$ cat config.mk
export PLATFORM = sky130hd
export DESIGN_NAME = utf8_to_utf16_transcoder
export DESIGN_NICKNAME = d
export VERILOG_FILES = /design/src/rtl/core/u8u16_pkg.sv /design/src/rtl/core/u8u16_decode.sv /design/src/rtl/core/utf8_to_utf16_transcoder.sv
export SDC_FILE = /design/constraint.sdc
export NUM_CORES = 1
export LEC_CHECK = 0
export BUFFER_PORTS_ARGS = -buffer_cell sky130_fd_sc_hd__buf_2
export CORE_MARGIN = 5
export CORE_UTILIZATION = 59
export CTS_CLUSTER_DIAMETER = 80
export DETAILED_ROUTE_END_ITERATION = 10
export GPL_TIMING_DRIVEN = 0
export PLACE_DENSITY = 0.83
export SLEW_MARGIN = 20
export SYNTH_ARGS = -nofsm -noshare
export SYNTH_HDL_FRONTEND = slang
export SYNTH_HIERARCHICAL = 1
export SYNTH_SLANG_ARGS = --single-unit
$ cat constraint.sdc
create_clock -name aclk -period 3.8 [get_ports aclk]
set_clock_uncertainty 0.15 [all_clocks]
set_input_delay 1.14 -clock aclk [delete_from_list [all_inputs] [get_ports aclk]]
set_output_delay 1.14 -clock aclk [all_outputs]
set_load 0.02 [all_outputs]
$ cat src/rtl/core/u8u16_pkg.sv
// ----------------------------------------------------------------------------
// u8u16_pkg
// Shared widths, constants and types of the UTF-8 to UTF-16 transcoder.
// ----------------------------------------------------------------------------
package u8u16_pkg;

    localparam int ByteW  = 8;
    localparam int UnitW  = 16;
    localparam int AccumW = 32;
    localparam int CntW   = 2;

    localparam logic [ByteW-1:0]  AsciiMax    = 8'h7f;
    localparam logic [ByteW-1:0]  ContMax     = 8'hbf;
    localparam logic [ByteW-1:0]  Lead2Max    = 8'hdf;
    localparam logic [ByteW-1:0]  Lead3Max    = 8'hef;
    localparam logic [ByteW-1:0]  ContMask    = 8'h3f;
    localparam logic [ByteW-1:0]  Lead2Mask   = 8'h1f;
    localparam logic [ByteW-1:0]  Lead3Mask   = 8'h0f;
    localparam logic [ByteW-1:0]  Lead4Mask   = 8'h07;
    localparam logic [1:0]        ContTag     = 2'b10;

    localparam logic [AccumW-1:0] MaxCodePoint = 32'h0010_ffff;
    localparam logic [AccumW-1:0] BmpMax       = 32'h0000_ffff;
    localparam logic [AccumW-1:0] SurrFirst    = 32'h0000_d800;
    localparam logic [AccumW-1:0] SurrLast     = 32'h0000_dfff;
    localparam logic [20:0]       SuppOffset   = 21'h01_0000;
    localparam logic [UnitW-1:0]  HighSurrBase = 16'hd800;
    localparam logic [UnitW-1:0]  LowSurrBase  = 16'hdc00;
    localparam logic [9:0]        TenBitMask   = 10'h3ff;

    // Number of units one byte leaves in the output stage
    localparam logic [CntW-1:0] CntNone   = 2'd0;
    localparam logic [CntW-1:0] CntSingle = 2'd1;
    localparam logic [CntW-1:0] CntPair   = 2'd2;

    typedef struct packed {
        logic [AccumW-1:0] accum;
        logic [CntW-1:0]   n_units;
        logic [UnitW-1:0]  hi_unit;
        logic [UnitW-1:0]  lo_unit;
    } dec_result_t;

endpackage

$ cat src/rtl/core/u8u16_decode.sv
// ----------------------------------------------------------------------------
// u8u16_decode
// Folds one UTF-8 byte into the code point accumulator and forms the UTF-16
// units that a finished character produces.
// ----------------------------------------------------------------------------
module u8u16_decode (
    input  logic [u8u16_pkg::ByteW-1:0]  byte_in,
    input  logic [u8u16_pkg::ByteW-1:0]  next_byte,
    input  logic [u8u16_pkg::AccumW-1:0] accum,
    output u8u16_pkg::dec_result_t       result
);
    import u8u16_pkg::*;

    logic [AccumW-1:0] cp;
    logic [20:0]       supp;
    logic              next_is_cont;

    always_comb begin
        priority if (byte_in <= AsciiMax) begin
            cp = {{(AccumW-ByteW){1'b0}}, byte_in};
        end else if (byte_in <= ContMax) begin
            cp = {accum[AccumW-7:0], byte_in[5:0] & ContMask[5:0]};
        end else if (byte_in <= Lead2Max) begin
            cp = {{(AccumW-ByteW){1'b0}}, byte_in & Lead2Mask};
        end else if (byte_in <= Lead3Max) begin
            cp = {{(AccumW-ByteW){1'b0}}, byte_in & Lead3Mask};
        end else begin
            cp = {{(AccumW-ByteW){1'b0}}, byte_in & Lead4Mask};
        end
    end

    assign next_is_cont = (next_byte[7:6] == ContTag);
    assign supp         = cp[20:0] - SuppOffset;

    always_comb begin
        result.accum   = cp;
        result.hi_unit = HighSurrBase | {6'd0, supp[19:10]};
        result.lo_unit = LowSurrBase | {6'd0, supp[9:0] & TenBitMask};
        result.n_units = CntNone;
        if (!next_is_cont && cp <= MaxCodePoint) begin
            if (cp > BmpMax) begin
                result.n_units = CntPair;
            end else if (cp < SurrFirst || cp > SurrLast) begin
                // single unit travels in the low slot
                result.n_units = CntSingle;
                result.lo_unit = cp[UnitW-1:0];
            end
        end
    end

endmodule

$ cat src/rtl/core/utf8_to_utf16_transcoder.sv
// ----------------------------------------------------------------------------
// utf8_to_utf16_transcoder
// Streaming UTF-8 to UTF-16 transcoder, one byte in, up to two units out.
// ----------------------------------------------------------------------------
// Usage:
//   Input channel s_axis carries one UTF-8 byte per item together with the
//   byte that follows it (0 after the last byte of the string). Output
//   channel m_axis carries UTF-16 code units; m_axis_tlast marks the final
//   unit caused by one input byte (low surrogate or single unit).
//   A byte is held in the input register, is decoded against the
//   code point accumulator, and its units are registered in the output
//   stage once that stage is free.
//   Bytes that finish no character, or finish an invalid one, give nothing.
//   Throughput is one byte per cycle while units are taken; a byte that
//   yields a surrogate pair holds the output stage until both units are
//   taken, so the following byte waits. The input register still takes
//   one byte while a result waits for m_axis_tready.
//   Reset clears the accumulator to zero and empties both stages.
//   When the receiver stalls, the pending unit holds and after one buffered
//   byte s_axis_tready drops.
// ----------------------------------------------------------------------------
module utf8_to_utf16_transcoder (
    input  logic                         aclk,
    input  logic                         aresetn,
    input  logic                         s_axis_tvalid,
    output logic                         s_axis_tready,
    input  logic [2*u8u16_pkg::ByteW-1:0] s_axis_tdata,  // byte_in, next_byte
    output logic                         m_axis_tvalid,
    input  logic                         m_axis_tready,
    output logic [u8u16_pkg::UnitW-1:0]  m_axis_tdata,   // unit_out
    output logic                         m_axis_tlast    // last_unit
);
    import u8u16_pkg::*;

    logic              in_valid_reg;
    logic [ByteW-1:0]  byte_reg;
    logic [ByteW-1:0]  next_byte_reg;
    logic [AccumW-1:0] accum_reg;
    logic [CntW-1:0]   cnt_reg, cnt_next;
    logic [UnitW-1:0]  hi_reg;
    logic [UnitW-1:0]  lo_reg;

    dec_result_t       dec;
    logic              out_free;
    logic              advance;
    logic              s_fire;
    logic              m_fire;

    u8u16_decode u_decode (
        .byte_in   (byte_reg),
        .next_byte (next_byte_reg),
        .accum     (accum_reg),
        .result    (dec)
    );

    assign m_fire        = m_axis_tvalid && m_axis_tready;
    assign out_free      = (cnt_reg == CntNone) || (cnt_reg == CntSingle && m_axis_tready);
    assign advance       = in_valid_reg && out_free;
    assign s_axis_tready = !in_valid_reg || advance;
    assign s_fire        = s_axis_tvalid && s_axis_tready;

    assign m_axis_tvalid = (cnt_reg != CntNone);
    assign m_axis_tdata  = (cnt_reg == CntPair) ? hi_reg : lo_reg;
    assign m_axis_tlast  = (cnt_reg == CntSingle);

    always_comb begin
        if (advance) begin
            cnt_next = dec.n_units;
        end else if (m_fire) begin
            cnt_next = cnt_reg - CntSingle;
        end else begin
            cnt_next = cnt_reg;
        end
    end

    always_ff @(posedge aclk) begin
        if (!aresetn) begin
            in_valid_reg <= 1'b0;
            cnt_reg      <= CntNone;
            accum_reg    <= '0;
        end else begin
            cnt_reg <= cnt_next;
            if (s_fire) begin
                in_valid_reg <= 1'b1;
            end else if (advance) begin
                in_valid_reg <= 1'b0;
            end
            if (advance) begin
                accum_reg <= dec.accum;
            end
        end
    end

    always_ff @(posedge aclk) begin
        if (s_fire) begin
            byte_reg      <= s_axis_tdata[ByteW-1:0];
            next_byte_reg <= s_axis_tdata[2*ByteW-1:ByteW];
        end
        if (advance) begin
            hi_reg <= dec.hi_unit;
            lo_reg <= dec.lo_unit;
        end
    end

    // Output stage never holds more than a surrogate pair
    a_cnt_bound: assert property (@(posedge aclk) disable iff (!aresetn)
        cnt_reg != 2'd3)
        else $error("output stage count out of range");

    // A unit that is not last is always a high surrogate
    a_high_first: assert property (@(posedge aclk) disable iff (!aresetn)
        m_axis_tvalid && !m_axis_tlast |-> m_axis_tdata[15:10] == 6'b110110)
        else $error("non-last unit is not a high surrogate");

    // After the high surrogate is taken, the low surrogate follows
    a_pair_order: assert property (@(posedge aclk) disable iff (!aresetn)
        m_axis_tvalid && m_axis_tready && !m_axis_tlast
        |=> m_axis_tvalid && m_axis_tlast && m_axis_tdata[15:10] == 6'b110111)
        else $error("low surrogate missing after high surrogate");

    // A buffered byte is not lost while the output stage is busy
    a_hold_byte: assert property (@(posedge aclk) disable iff (!aresetn)
        in_valid_reg && !advance |=> in_valid_reg && $stable(byte_reg))
        else $error("buffered byte dropped");

endmodule
==> results of run 1 <==
[final cells by class]
| type | count | area (µm²) |
|---|---|---|
| plain buffers | 49 | 307 |
| fillers | 408 | 1670 |
| clock buffers | 11 | 141 |
| multi-input cells | 174 | 1160 |
| flip-flops and latches | 71 | 1840 |
| inverters | 13 | 48.8 |
| well taps | 72 | 90.1 |
| clock inverters | 5 | 58.8 |
| repair buffers | 33 | 188 |
[where the power goes]
part | switching (mW) | total [mW] | internal [mW]
combinational | 0.281 | 0.449 | 0.168
clock | 0.281 | 0.602 | 0.321
sequential | 0.0229 | 0.902 | 0.880
[worst max-delay path, cell delays in order, from the launching register on]
cell and delay, ns:
edfxtp_1 0.49, nor2b_1 0.39, clkbuf_1 0.30, buf_2 0.26
nand2_1 0.14, ha_1 0.31, or4b_1 0.19, buf_2 0.19
nor2_1 0.09, nor4bb_2 0.26, nor3_1 0.09, a2111oi_2 0.34
[worst max path at each step]
stage / slack, ns / from / cells past startpoint / to
6_report: 0.49 / byte_reg[6] / 11 / cnt_reg[1]
3_3_place_gp: -0.20 / m_axis_tready / 4 / lo_reg[10]
3_5_place_dp: 0.54 / m_axis_tready / 4 / s_axis_tready
2_1_floorplan: 0.46 / m_axis_tready / 3 / hi_reg[0]
5_1_grt: 0.38 / byte_reg[6] / 11 / cnt_reg[1]
4_1_cts: 0.52 / cnt_reg[0] / 6 / m_axis_tdata[5]
[per-stage QoR]
step | total power [mW] | cell area [µm²] | utilization (%)
2_1_floorplan | 1.23 | 3350 | -
3_3_place_gp | 1.34 | 3600 | 65.5
3_5_place_dp | 1.37 | 3640 | 66.1
4_1_cts | 1.97 | 3840 | 69.7
5_1_grt | 2.04 | 3840 | 69.7
6_report | 1.95 | 3840 | 69.7
[routing by layer]
layer	part of all wire, %	track usage [%]	vias up
met5	0	0	-
met4	2.1	10.1	0
met3	7.5	6.41	17
met2	48	31.4	89
met1	42	24.3	1135
li1	-	-	1150
==> flow_metrics.env, run 1 <==
export IMPL_status="complete, no violations"
export IMPL_finalWorstSetupSlack_ns=0.494
export IMPL_grt_overflow=0
export IMPL_io_buffer_count=32
export IMPL_ff2ff_setup_slack_ns=0.49
export IMPL_pre_cts_ws_ns=0.538
export IMPL_n_antenna_cell=0
export IMPL_drive_gt1_share_pct=30.9
export IMPL_post_cts_buffers=0
export IMPL_power_leakage_nw=1.50
export IMPL_worstSetupPathType="flip-flop to flip-flop"
export IMPL_setup_tns_ns=0
export IMPL_startpoint_type="flip-flop"
export IMPL_mostFrequentLayoutCells="buf_2, edfxtp_1, nand3_1, dfxtp_1, a21oi_1"
export IMPL_rows=27
export IMPL_syn_area_per_cell_um2=11.0
export IMPL_die_h_um=85.2
export IMPL_instances_no_fill=428
export IMPL_drc=0
export IMPL_syn_area_mm2=0.00334
export IMPL_rr_endpoint="cnt_reg[1]"
export IMPL_cts_hold_buffers=0
export IMPL_area_growth_pct=15.0
export IMPL_largest_register_ffs=26
export IMPL_core_area_mm2=0.00551
export IMPL_hp_class="flip-flop to flip-flop"
export IMPL_crit_arrival_ns=3.40
export IMPL_r2r_start="byte_reg[6]"
export IMPL_rr_worst_depth=11
export IMPL_grt_pass1_vias=2401
export IMPL_start_util_pct=60.6
export IMPL_htree_levels=3
export IMPL_grt_setup_unrepaired="no"
export IMPL_min_to="accum_reg[20]"
export IMPL_grt_use_total_pct=19.9
export IMPL_grt_max_degree=27
export IMPL_cts_made_buffers=9
export IMPL_drt_pre_antenna_iters=5
export IMPL_cts_resized_gates=0
export IMPL_fin_crit_sh_pct=87.0
export IMPL_clk_pin_slew_ns=0.07
export IMPL_die_area_mm2=0.00727
export IMPL_drtIter0Drc=185
export IMPL_clockBufferDepth=2
export IMPL_via_count=2391
export IMPL_power_density_mw_per_mm2=509
export IMPL_end_kind="flip-flop"
export IMPL_hold_start="accum_reg[20]"
export IMPL_grt_pass1_wl_mm=11.1
export IMPL_setup_viol_count_final=0
export IMPL_io_pins=39
export IMPL_wire_per_inst_um=15.9
export IMPL_cts_sinks=71
export IMPL_cp_max_fo=8
export IMPL_postRouteAntennaNets=0
export IMPL_dp_cells=412
export IMPL_synth_warnings=6
export IMPL_die_w_um=85.2
export IMPL_root_buffer="clkbuf_8"
export IMPL_whs_ns=0.327
export IMPL_totalWireLength_mm=6.79
export IMPL_fmax_ghz=0.303
export IMPL_required_ns=3.89
export IMPL_final_common_cell="buf_2"
export IMPL_cts_tree="done"
export IMPL_finalNetCount=375
export IMPL_worstHoldPathCells=2
export IMPL_finalHoldViolCount=0
export IMPL_slew_violations=0
export IMPL_clk_latency_ns=0.35
export IMPL_via_per_inst=5.59
export IMPL_place_congestion=0.929
export IMPL_ir_drop_uv=303
export IMPL_syn_inst=303
export IMPL_min_period_ns=3.31
export IMPL_grt_antenna_before_repair=0
export IMPL_place_hpwl_mm=4.92
export IMPL_drv_cap=0
(Power assumes the default switching activity.)
==> run 2, diff against run 1 <==
--- a/config.mk
+++ b/config.mk
@@ -5,6 +5,7 @@
 export SDC_FILE = /design/constraint.sdc
 export NUM_CORES = 1
 export LEC_CHECK = 0
+export ABC_AREA = 1
 export BUFFER_PORTS_ARGS = -buffer_cell sky130_fd_sc_hd__buf_2
 export CORE_MARGIN = 5
 export CORE_UTILIZATION = 59
==> flow_metrics.env, run 2 <==
export IMPL_fin_crit_sh_pct=83.3
export IMPL_crit_family="buffers and inverters"
export IMPL_rr_worst_depth=14
export IMPL_wire_per_inst_um=13.1
export IMPL_start_util_pct=61.0
export IMPL_cts_hold_buffers=0
export IMPL_grt_pass1_vias=2285
export IMPL_cp_slowest_cell="mux2_2"
export IMPL_totalWireLength_mm=6.02
export IMPL_busiest_layer="met2"
export IMPL_clockBufferDepth=2
export IMPL_synth_warnings=6
export IMPL_ff2ff_setup_slack_ns=1.40
export IMPL_r2r_start="byte_reg[7]"
export IMPL_via_count=2260
export IMPL_hold_start="accum_reg[22]"
export IMPL_area_growth_pct=13.8
export IMPL_slowest_delay_ns=0.35
export IMPL_syn_area_per_cell_um2=10.0
export IMPL_die_w_um=85.7
export IMPL_setup_viol_count_final=0
export IMPL_grt_overflow=0
export IMPL_clk_latency_ns=0.34
export IMPL_power_leakage_nw=1.68
export IMPL_rr_endpoint="cnt_reg[1]"
export IMPL_end_kind="output port"
export IMPL_cts_tree="done"
export IMPL_setup_tns_ns=0
export IMPL_min_to="accum_reg[22]"
export IMPL_worstSetupPathType="flip-flop to output port"
export IMPL_grt_use_total_pct=18.8
export IMPL_crit_arrival_ns=1.88
export IMPL_slew_violations=0
export IMPL_drt_pre_antenna_iters=4
export IMPL_htree_levels=3
export IMPL_ir_drop_uv=468
export IMPL_n_antenna_cell=0
export IMPL_rows=27
export IMPL_num_fill_cells=424
export IMPL_cts_sinks=71
export IMPL_grt_max_degree=42
export IMPL_cts_made_buffers=9
export IMPL_mostFrequentLayoutCells="nor2_1, edfxtp_1, inv_1, buf_2, dfxtp_1"
export IMPL_path_buf_inv=4
export IMPL_finalHoldViolCount=0
export IMPL_clk_pin_slew_ns=0.07
export IMPL_grt_antenna_before_repair=0
export IMPL_io_buffer_count=32
export IMPL_post_cts_buffers=0
export IMPL_drc=0
export IMPL_cts_resized_gates=0
export IMPL_power_density_mw_per_mm2=704
export IMPL_hp_class="flip-flop to flip-flop"
export IMPL_use_met2_pct=31.4
export IMPL_place_congestion=0.845
export IMPL_core_area_mm2=0.00554
export IMPL_worstHoldPathCells=2
export IMPL_grt_setup_unrepaired="no"
export IMPL_crit_top_cell="buf_2"
export IMPL_startpoint_type="flip-flop"
export IMPL_postRouteAntennaNets=0
export IMPL_drive_gt1_share_pct=33.2
export IMPL_min_period_ns=3.17
export IMPL_p_total_mw=2.71
export IMPL_via_per_inst=4.90
export IMPL_fmax_ghz=0.316
export IMPL_syn_area_mm2=0.00338
export IMPL_drtIter0Drc=145
export IMPL_syn_inst=337
export IMPL_finalNetCount=408
export IMPL_whs_ns=0.329
export IMPL_die_h_um=85.7
export IMPL_root_buffer="clkbuf_8"
export IMPL_largest_register_ffs=26
export IMPL_status="complete, no violations"
export IMPL_worstPathCellList="inv_1 > ha_1 > buf_2 > buf_6 > mux2_2 > buf_2"
export IMPL_drv_cap=0
export IMPL_cp_max_fo=10
export IMPL_utilization_pct=69.4
export IMPL_die_area_mm2=0.00734
export IMPL_use_met3_pct=4.32
export IMPL_grt_pass1_wl_mm=10.7
export IMPL_final_common_cell="nor2_1"
export IMPL_place_hpwl_mm=4.44
export IMPL_met1_usage_pct=23.8
export IMPL_required_ns=2.51
export IMPL_io_pins=39
-- run 2: worst max-delay path by stage --
stage,from,cells past startpoint,end
2_1_floorplan,m_axis_tready,2,s_axis_tready
3_3_place_gp,m_axis_tready,4,s_axis_tready
3_5_place_dp,m_axis_tready,4,s_axis_tready
4_1_cts,cnt_reg[0],6,m_axis_tdata[5]
5_1_grt,cnt_reg[0],6,m_axis_tdata[5]
6_report,cnt_reg[0],6,m_axis_tdata[5]
-- run 2: power breakdown --
part | switching (mW) | internal (mW)
logic | 0.609 | 0.401
registers | 0.0771 | 1.02
clock network | 0.274 | 0.321
-- run 2: cell type report --
| type | count | area [µm²] | area share [%] |
|---|---|---|---|
| Sequential cell | 71 | 1840 | 47.9 |
| Multi-Input combinational cell | 187 | 1060 | 27.6 |
| Buffer | 39 | 322 | 8.36 |
| Inverter | 44 | 170 | 4.43 |
| Timing Repair Buffer | 32 | 160 | 4.17 |
| Clock buffer | 11 | 141 | 3.68 |
| Tap cell | 72 | 90.1 | 2.34 |
| Clock inverter | 5 | 58.8 | 1.53 |
-- run 2: routing by layer --
metal  part of all wire (%)  vias up
met5                      0        -
met4                    1.8        0
met3                    5.3       12
met2                     48       51
met1                     45     1044
li1                       -     1153
-- run 2: worst min-delay path, stage by stage, from the launching register on --
cell,delay (ns)
dfxtp_1,0.33
nor2_1,0.04
nor2_1,0.08
-- run 2: through the flow --
stage	worst slack, ns	cells	area (µm²)
floorplan	1.09	341	3390
global placement	0.894	445	3640
detailed placement	0.901	445	3640
CTS	0.604	461	3840
global route	0.519	461	3840
finish	0.633	461	3840
